File: src/rtl/core/hcc_pkg.sv
// Package for the RGB hue color classifier: class codes, thresholds and
// the structs carried between pipeline stages. No dependencies.
package hcc_pkg;

    typedef enum logic [3:0] {
        CLS_BLACK  = 4'd0,
        CLS_WHITE  = 4'd1,
        CLS_GRAY   = 4'd2,
        CLS_RED    = 4'd3,
        CLS_ORANGE = 4'd4,
        CLS_YELLOW = 4'd5,
        CLS_GREEN  = 4'd6,
        CLS_BLUE   = 4'd7,
        CLS_PURPLE = 4'd8
    } hcc_class_t;

    typedef enum logic [1:0] {
        MAX_RED   = 2'd0,
        MAX_GREEN = 2'd1,
        MAX_BLUE  = 2'd2
    } hcc_max_t;

    localparam int HUE_QW   = 9;
    localparam int SAT_QW   = 8;
    localparam int DIV_STEPS = HUE_QW;

    // Sum max+min limits for black (lightness < 0.2) and white (> 0.9)
    localparam logic [8:0] BLACK_SUM_LIM = 9'd102;
    localparam logic [8:0] WHITE_SUM_LIM = 9'd459;

    // Hue band upper bounds in degrees
    localparam logic [8:0] HUE_RED_END    = 9'd20;
    localparam logic [8:0] HUE_ORANGE_END = 9'd45;
    localparam logic [8:0] HUE_YELLOW_END = 9'd70;
    localparam logic [8:0] HUE_GREEN_END  = 9'd155;
    localparam logic [8:0] HUE_BLUE_END   = 9'd260;
    localparam logic [8:0] HUE_PURPLE_END = 9'd335;

    typedef struct packed {
        logic [7:0]        chroma;
        logic [8:0]        sum;
        hcc_max_t          max_sel;
        logic signed [8:0] diff;
    } hcc_front_t;

    typedef struct packed {
        logic [16:0] hue_rem;
        logic [7:0]  chroma;
        logic [8:0]  hue_q;
        logic [15:0] sat_rem;
        logic [7:0]  den;
        logic [7:0]  sat_q;
        logic [7:0]  light;
        hcc_class_t  pre_cls;
        logic        pre_hit;
        logic        zero_chroma;
    } hcc_div_t;

    typedef struct packed {
        logic [7:0] light;
        logic [7:0] sat;
        logic [8:0] hue;
        hcc_class_t cls;
    } hcc_result_t;

endpackage

File: src/rtl/core/hcc_front.sv
// Front end of the classifier: max/min and chroma (stage 1), hue
// numerator, saturation dividend and early classes (stage 2). Uses hcc_pkg.
module hcc_front
    import hcc_pkg::*;
(
    input  logic        clk,
    input  logic        rst_n,
    input  logic        in_valid,
    output logic        in_ready,
    input  logic [7:0]  red,
    input  logic [7:0]  green,
    input  logic [7:0]  blue,
    output logic        out_valid,
    input  logic        out_ready,
    output hcc_div_t    out_data
);

    logic       s1_valid_reg, s1_valid_next;
    hcc_front_t s1_reg, s1_next;
    logic       s2_valid_reg, s2_valid_next;
    hcc_div_t   s2_reg, s2_next;
    logic       s1_ready, s2_ready;

    logic [7:0] mx, mn;

    logic signed [18:0] diff_ext, chroma_ext, base, hn_full;
    logic [8:0]  den_hi;
    logic [11:0] chroma_x10;

    assign s2_ready = !s2_valid_reg || out_ready;
    assign s1_ready = !s1_valid_reg || s2_ready;
    assign in_ready = s1_ready;

    // Stage 1: pick the maximum (red wins ties, then green)
    always_comb
    begin
        s1_next = s1_reg;
        if (red >= green && red >= blue)
        begin
            mx = red;
            s1_next.max_sel = MAX_RED;
            s1_next.diff = $signed({1'b0, green}) - $signed({1'b0, blue});
        end
        else if (green >= blue)
        begin
            mx = green;
            s1_next.max_sel = MAX_GREEN;
            s1_next.diff = $signed({1'b0, blue}) - $signed({1'b0, red});
        end
        else
        begin
            mx = blue;
            s1_next.max_sel = MAX_BLUE;
            s1_next.diff = $signed({1'b0, red}) - $signed({1'b0, green});
        end
        mn = red;
        if (green < mn)
        begin
            mn = green;
        end
        if (blue < mn)
        begin
            mn = blue;
        end
        s1_next.chroma = mx - mn;
        s1_next.sum    = {1'b0, mx} + {1'b0, mn};
        s1_valid_next  = in_valid;
    end

    // Stage 2: hue numerator in [0, 360*C), denominators, early classes
    always_comb
    begin
        diff_ext   = {{10{s1_reg.diff[8]}}, s1_reg.diff};
        chroma_ext = $signed({11'd0, s1_reg.chroma});
        case (s1_reg.max_sel)
            MAX_RED:   base = s1_reg.diff[8] ? chroma_ext * 19'sd360 : 19'sd0;
            MAX_GREEN: base = chroma_ext * 19'sd120;
            MAX_BLUE:  base = chroma_ext * 19'sd240;
            default:   base = 19'sd0;
        endcase
        hn_full    = diff_ext * 19'sd60 + base;
        den_hi     = 9'd510 - s1_reg.sum;
        chroma_x10 = {4'd0, s1_reg.chroma} * 12'd10;

        s2_next             = s2_reg;
        s2_next.hue_rem     = hn_full[16:0];
        s2_next.chroma      = s1_reg.chroma;
        s2_next.hue_q       = '0;
        s2_next.sat_rem     = {s1_reg.chroma, 8'd0} - {8'd0, s1_reg.chroma};
        s2_next.den         = (s1_reg.sum < 9'd255) ? s1_reg.sum[7:0] : den_hi[7:0];
        s2_next.sat_q       = '0;
        s2_next.light       = s1_reg.sum[8:1];
        s2_next.zero_chroma = (s1_reg.chroma == 8'd0);
        s2_next.pre_hit     = 1'b1;
        if (s1_reg.sum < BLACK_SUM_LIM)
        begin
            s2_next.pre_cls = CLS_BLACK;
        end
        else if (s1_reg.sum > WHITE_SUM_LIM)
        begin
            s2_next.pre_cls = CLS_WHITE;
        end
        else if (s1_reg.chroma == 8'd0 || chroma_x10 < {4'd0, s2_next.den})
        begin
            s2_next.pre_cls = CLS_GRAY;
        end
        else
        begin
            s2_next.pre_cls = CLS_RED;
            s2_next.pre_hit = 1'b0;
        end
        s2_valid_next = s1_valid_reg;
    end

    always_ff @(posedge clk or negedge rst_n)
    begin
        if (!rst_n)
        begin
            s1_valid_reg <= 1'b0;
            s2_valid_reg <= 1'b0;
        end
        else
        begin
            if (s1_ready)
            begin
                s1_valid_reg <= s1_valid_next;
            end
            if (s2_ready)
            begin
                s2_valid_reg <= s2_valid_next;
            end
        end
    end

    always_ff @(posedge clk)
    begin
        if (s1_ready && in_valid)
        begin
            s1_reg <= s1_next;
        end
        if (s2_ready && s1_valid_reg)
        begin
            s2_reg <= s2_next;
        end
    end

    assign out_valid = s2_valid_reg;
    assign out_data  = s2_reg;

endmodule

File: src/rtl/core/hcc_div_stage.sv
// One restoring-division step for the hue quotient and, while BIT is below
// SAT_QW, the saturation quotient. Resolves quotient bit BIT of each. Uses hcc_pkg.
module hcc_div_stage
    import hcc_pkg::*;
#(
    parameter int unsigned BIT = 0
)
(
    input  logic     clk,
    input  logic     rst_n,
    input  logic     in_valid,
    output logic     in_ready,
    input  hcc_div_t in_data,
    output logic     out_valid,
    input  logic     out_ready,
    output hcc_div_t out_data
);

    logic     valid_reg;
    hcc_div_t data_reg, data_next;
    logic [16:0] hue_sub;
    logic        hue_ge;

    assign in_ready = !valid_reg || out_ready;
    assign hue_sub  = 17'(in_data.chroma) << BIT;
    assign hue_ge   = (in_data.hue_rem >= hue_sub);

    if (BIT < SAT_QW)
    begin : g_sat
        logic [15:0] sat_sub;
        logic        sat_ge;
        assign sat_sub = 16'(in_data.den) << BIT;
        assign sat_ge  = (in_data.sat_rem >= sat_sub);

        always_comb
        begin
            data_next = in_data;
            data_next.hue_q[BIT] = hue_ge;
            if (hue_ge)
            begin
                data_next.hue_rem = in_data.hue_rem - hue_sub;
            end
            data_next.sat_q[BIT] = sat_ge;
            if (sat_ge)
            begin
                data_next.sat_rem = in_data.sat_rem - sat_sub;
            end
        end
    end
    else
    begin : g_hue_only
        always_comb
        begin
            data_next = in_data;
            data_next.hue_q[BIT] = hue_ge;
            if (hue_ge)
            begin
                data_next.hue_rem = in_data.hue_rem - hue_sub;
            end
        end
    end

    always_ff @(posedge clk or negedge rst_n)
    begin
        if (!rst_n)
        begin
            valid_reg <= 1'b0;
        end
        else if (in_ready)
        begin
            valid_reg <= in_valid;
        end
    end

    always_ff @(posedge clk)
    begin
        if (in_ready && in_valid)
        begin
            data_reg <= data_next;
        end
    end

    assign out_valid = valid_reg;
    assign out_data  = data_reg;

endmodule

File: src/rtl/core/hcc_classify.sv
// Final stage: hue band lookup, zero-chroma cleanup and output register.
// Uses hcc_pkg.
module hcc_classify
    import hcc_pkg::*;
(
    input  logic        clk,
    input  logic        rst_n,
    input  logic        in_valid,
    output logic        in_ready,
    input  hcc_div_t    in_data,
    output logic        out_valid,
    input  logic        out_ready,
    output hcc_result_t out_data
);

    logic        valid_reg;
    hcc_result_t res_reg, res_next;
    hcc_class_t  band;

    assign in_ready = !valid_reg || out_ready;

    // floor(hn/C) < k is the same test as hn < k*C for integer k
    always_comb
    begin
        if (in_data.hue_q < HUE_RED_END)
        begin
            band = CLS_RED;
        end
        else if (in_data.hue_q < HUE_ORANGE_END)
        begin
            band = CLS_ORANGE;
        end
        else if (in_data.hue_q < HUE_YELLOW_END)
        begin
            band = CLS_YELLOW;
        end
        else if (in_data.hue_q < HUE_GREEN_END)
        begin
            band = CLS_GREEN;
        end
        else if (in_data.hue_q < HUE_BLUE_END)
        begin
            band = CLS_BLUE;
        end
        else if (in_data.hue_q < HUE_PURPLE_END)
        begin
            band = CLS_PURPLE;
        end
        else
        begin
            band = CLS_RED;
        end
    end

    always_comb
    begin
        res_next.light = in_data.light;
        res_next.hue   = in_data.zero_chroma ? 9'd0 : in_data.hue_q;
        res_next.sat   = in_data.zero_chroma ? 8'd0 : in_data.sat_q;
        res_next.cls   = in_data.pre_hit ? in_data.pre_cls : band;
    end

    always_ff @(posedge clk or negedge rst_n)
    begin
        if (!rst_n)
        begin
            valid_reg <= 1'b0;
        end
        else if (in_ready)
        begin
            valid_reg <= in_valid;
        end
    end

    always_ff @(posedge clk)
    begin
        if (in_ready && in_valid)
        begin
            res_reg <= res_next;
        end
    end

    assign out_valid = valid_reg;
    assign out_data  = res_reg;

endmodule

File: src/rtl/core/rgb_hue_color_classifier_core.sv
// Top level of the RGB hue color classifier; instantiates hcc_front,
// hcc_div_stage and hcc_classify, and uses hcc_pkg.
//
// Takes one 24-bit RGB pixel per transaction and returns one result per
// pixel: HSL hue in whole degrees, saturation and lightness scaled to
// 0..255 (all floored), and a color class (black, white, gray or one of
// six hue bands, red wrapping at 335 degrees). The class is decided
// exactly from the integer ratios, never from the rounded fields. The
// block is a 12-stage pipeline: two front stages (max/min and chroma,
// then hue numerator and denominators), nine restoring-division stages
// that each resolve one hue quotient bit (the lower eight also resolve
// one saturation quotient bit in parallel), and a classify stage that is
// also the output register. It accepts one pixel every clock unless a
// stall on m_tready has filled the pipeline. Each stage holds its own
// valid bit, so an output stall fills bubbles upstream before s_tready
// drops. Nothing is carried from one pixel to the next.
module rgb_hue_color_classifier_core
    import hcc_pkg::*;
(
    input  logic        clk,
    input  logic        rst_n,
    input  logic        s_tvalid,
    output logic        s_tready,
    input  logic [23:0] s_tdata,   // pixel_red[7:0], pixel_green[15:8], pixel_blue[23:16]
    output logic        m_tvalid,
    input  logic        m_tready,
    output logic [31:0] m_tdata    // color_class[3:0], hue_degrees[12:4],
                                   // saturation_level[20:13], lightness_level[28:21],
                                   // zero pad [31:29]
);

    // Pipeline links: index 0 is the front end output, DIV_STEPS the
    // last division step output
    logic        link_valid [0:DIV_STEPS];
    logic        link_ready [0:DIV_STEPS];
    hcc_div_t    link_data  [0:DIV_STEPS];
    hcc_result_t result;

    // Unpack the pixel and compute max/min, numerator and early classes
    hcc_front u_front (
        .clk       (clk),
        .rst_n     (rst_n),
        .in_valid  (s_tvalid),
        .in_ready  (s_tready),
        .red       (s_tdata[7:0]),
        .green     (s_tdata[15:8]),
        .blue      (s_tdata[23:16]),
        .out_valid (link_valid[0]),
        .out_ready (link_ready[0]),
        .out_data  (link_data[0])
    );

    // Resolve quotient bits from the most significant one down
    for (genvar i = 0; i < DIV_STEPS; i++)
    begin : g_div
        hcc_div_stage #(
            .BIT (DIV_STEPS - 1 - i)
        ) u_div (
            .clk       (clk),
            .rst_n     (rst_n),
            .in_valid  (link_valid[i]),
            .in_ready  (link_ready[i]),
            .in_data   (link_data[i]),
            .out_valid (link_valid[i+1]),
            .out_ready (link_ready[i+1]),
            .out_data  (link_data[i+1])
        );
    end

    // Pick the hue band, clean up zero chroma, hold the result
    hcc_classify u_classify (
        .clk       (clk),
        .rst_n     (rst_n),
        .in_valid  (link_valid[DIV_STEPS]),
        .in_ready  (link_ready[DIV_STEPS]),
        .in_data   (link_data[DIV_STEPS]),
        .out_valid (m_tvalid),
        .out_ready (m_tready),
        .out_data  (result)
    );

    assign m_tdata = {3'd0, result.light, result.sat, result.hue, result.cls};

endmodule

File: config.mk
export PLATFORM = sky130hd
export DESIGN_NAME = rgb_hue_color_classifier_core
export DESIGN_NICKNAME = d
export VERILOG_FILES = /design/src/rtl/core/hcc_pkg.sv /design/src/rtl/core/hcc_front.sv /design/src/rtl/core/hcc_div_stage.sv /design/src/rtl/core/hcc_classify.sv /design/src/rtl/core/rgb_hue_color_classifier_core.sv
export SDC_FILE = /design/constraint.sdc
export NUM_CORES = 1
export LEC_CHECK = 0
export ABC_AREA = 0
export BUFFER_PORTS_ARGS = -buffer_cell sky130_fd_sc_hd__clkbuf_2
export CAP_MARGIN = 20
export CORE_AREA = 8 8 171 334
export CTS_CLUSTER_SIZE = 20
export DETAILED_ROUTE_END_ITERATION = 10
export DIE_AREA = 0 0 179 342
export PLACE_DENSITY = 0.85
export SYNTH_ARGS = -nofsm -noshare
export SYNTH_HDL_FRONTEND = slang
export SYNTH_SLANG_ARGS = --single-unit
export TNS_END_PERCENT = 100
File: constraint.sdc
create_clock -name clk -period 12.2 [get_ports clk]
set_input_delay 0.61 -clock clk [delete_from_list [all_inputs] [get_ports clk]]
set_output_delay 0.61 -clock clk [all_outputs]
set_load 0.01 [all_outputs]
==> reports/qor.txt <==
Crit path capture = u_front.s1_reg[19]
Share of cells above drive strength 1 = 9.05%
Dominant cell type by area after synthesis = edfxtp_1
# fillers = 3142
Startpoint types = input port
Pwr Total = 12.3 mW
Max cap viols = 0
Die area = 0.0612 sq mm
Final hold vios = 0
Worst skew pair latency = 0.61 ns
Post-CTS Setup Repair Bufs = 0
Mapped Area = 0.0359 sq mm
Met1 wire length = 22300 um
Cts hold-fix bufs = 1
Slew @ Worst Pin = 0.942 ns
Max IR drop VDD = 0.543 mV
Slowest stage delay, CP = 0.76 ns
Max H-tree Level = 2
Post-DP HPWL = 56500 um
CTS buffer count = 55
Drt drc = 0
Internal reg-to-reg setup slack = 6.48 ns
EDFF count, synth = 663
Max reg flops = 550
Root Driver = clkbuf_16
Met3 wire len = 2430 um
Worst r2r src = u_front.s1_reg[11]
Crit path cell chain = clkbuf_2 -> inv_1 -> ha_1 -> nor2b_1 -> o21ai_0 -> a21oi_1 -> o21ai_0 -> a21oi_2 -> mux2i_1 -> inv_1 -> ha_1 -> a2111oi_0 -> o211ai_1 -> a21oi_2 -> mux2i_1 -> fa_1 -> inv_1 -> a21oi_1 -> nor2_1 -> o21a_1 -> o21a_1 -> o21a_1 -> o21ai_0 -> nand2b_1
Register area share after synthesis = 56.3%
Slew headroom = 37.2%
Crit path time final = 6.10 ns
TritonCTS clock tree = yes
Final Skew = 0.0161 ns
WS Path Type = input port to flop
Port Buffer Count = 58
WL final = 74800 um
Leak pwr = 16.0 nW
GRT overflow = 0
RD Place Congestion = 0.969
Vias in the first global route = 24000
Pwr/cell area = 315 mW/mm^2
Core Area = 0.0526 sq mm
Nets = 3350
Overall Global Routing Usage = 24.7%
Clock transition at path regs = 0.07 ns
Global-route wire length before repair = 118000 um
Initial antenna violation count = 1
Synth top area cells = edfxtp_1 (55%), ha_1 (9.7%), inv_1 (3.6%), fa_1 (3.2%), xnor2_1 (2.9%)
Worst R2R Path Depth = 18
CP max FO = 13
Wire length on met2 = 44000 um
Critical Path Source = s_tdata[9]
FMAX = 0.164 GHz
#FFs+latches synth = 675
Die width = 179 um
Routed Antenna Nets = 0
Row cnt = 119
Final Max Tran Viols = 0
Status = finished, final reports clean
Asr flop ratio synth = 1.78%
Worst path slowest cell = a21oi_2
Ratio of final minimum period to clock period = 50.0%
Pin count of the biggest net entering global routing = 74
Area fraction of the dominant cell type after synthesis = 55.5%
Mapped Cells = 2875
RSZ-0062 raised after global routing = no
Final setup vio count = 0
Top_reg_cell synth = edfxtp_1
WP data required = 12.55 ns
Syn. warnings = 0
CP Data Arrival Time = 6.46 ns
Hold Crit Class = input port to flop
DR top layer = met5
Initial Util = 68.3%
Mean area per synthesized cell = 12.5 sq um
R2r endpoint = u_front.out_data[79]
Num ports = 62
Antenna Cells = 0
CP endpoint kind = flop
DRT iter0 DRCs = 1221
Die H = 342 um
Synth unique cells = 89
Layout area overhead = 9.14%
Via count = 22300
DR WL/cell = 20.2 um
Final setup TNS = 0 ns
Drt pass-1 iters = 5
Vias per inst = 6.03
Clock Path Buffers = 3
Post-CTS resize count = 0
Clock sink count = 675
==> through the flow <==
stage | setup slack (ns) | hold WS [ns] | utilization [%] | cell area (sq um) | instances
floorplan | 6.71 | 0.314 | - | 35900 | 2877
global placement | 5.65 | 0.400 | 70.5 | 37000 | 3588
detailed placement | 5.51 | 0.405 | 70.5 | 37100 | 3590
CTS | 6.15 | 0.237 | 74.5 | 39100 | 3692
global route | 5.67 | 0.250 | 74.5 | 39200 | 3694
finish | 6.10 | 0.276 | 74.5 | 39200 | 3694
==> cells in the final DEF, fill, tap and decap left out, types with 14 or more instances in the layout <==
master / count
a21boi_0: 24
a21o_1: 46
a21oi_1: 144
a31oi_1: 14
buf_4: 15
bufinv_16: 15
clkbuf_16: 57
clkbuf_2: 58
edfxtp_1: 663
fa_1: 58
ha_1: 279
inv_1: 344
mux2_2: 54
mux2i_1: 66
nand2_1: 139
nand2b_1: 43
nand3_1: 27
nand4_1: 29
nor2_1: 178
nor2b_1: 73
nor3_1: 54
nor4_1: 25
o21a_1: 31
o21ai_0: 132
xnor2_1: 118
xor2_1: 71
==> synthesized netlist by cell type, types with 11 or more instances <==
master    count
edfxtp_1    663
inv_1       344
ha_1        279
nor2_1      178
a21oi_1     144
nand2_1     139
o21ai_0     132
xnor2_1     118
nor2b_1      76
xor2_1       71
mux2i_1      66
fa_1         58
nor3_1       55
mux2_2       54
a21o_1       46
nand2b_1     43
o21a_1       31
nand4_1      29
nand3_1      27
nor4_1       25
a21boi_0     24
and2_1       17
a31oi_1      14
a211oi_1     12
clkbuf_1     12
dfrtp_1      12
o21ai_1      12
o31ai_1      12
o21bai_1     11
or2_2        11
==> power by group <==
part           switching (mW)  total, mW  internal [mW]
clock                   0.804       1.99           1.19
sequential              0.438       4.14           3.70
combinational            3.52       6.21           2.69
total                    4.76       12.3           7.57
==> worst min-delay path by stage <==
stage                                      from                           to  slack (ns)  cells after the start
floorplan                                 rst_n     g_div[0].u_div.out_valid        0.31                      0
global placement    g_div[4].u_div.out_data[12]  g_div[5].u_div.out_data[12]        0.40                      0
detailed placement   g_div[0].u_div.out_data[0]   g_div[1].u_div.out_data[0]        0.40                      0
CTS                                    s_tvalid         u_front.s1_valid_reg        0.24                      2
global route                           s_tvalid         u_front.s1_valid_reg        0.25                      2
finish                                 s_tvalid         u_front.s1_valid_reg        0.28                      2
==> cell families after synthesis <==
group                      share of synthesized area [%]
DFF                                                 56.3
adders and majority gates                           13.0
other                                             0.0105
xor gates and xnor gates                            4.72
and+or+nand+nor                                     9.26
AOI/OAI and AO/OA                                   9.15
buffers and inverters                               3.96
muxes                                               3.60
==> worst max-delay path: cells and delay by family <==
family                   cells  cell delay [ns]
AO/OA/AOI/OAI               12             3.49
buffers and inverters        4             0.37
AND/OR/NAND/NOR              3             0.28
adder cells (fa/ha/maj)      3             0.91
multiplexers                 2             0.81
==> metal layers <==
| layer | global-route usage, % | vias to the layer above |
|---|---|---|
| met4 | 17.9 | 2 |
| met2 | 50.5 | 603 |
| met5 | 0 | - |
| met1 | 20.2 | 10800 |
| met3 | 2.86 | 267 |
| li1 | - | 10600 |
==> area by class of cell <==
type,instances,area (sq um),share of cell area (%)
flip-flops and latches,675,20200,51.6
repair buffers,77,463,1.18
clock inverters,35,578,1.48
inverters,346,1300,3.32
multi-input cells,1830,14300,36.5
well taps,665,832,2.12
clock buffers,66,1480,3.78
(Power assumes the default switching activity.)
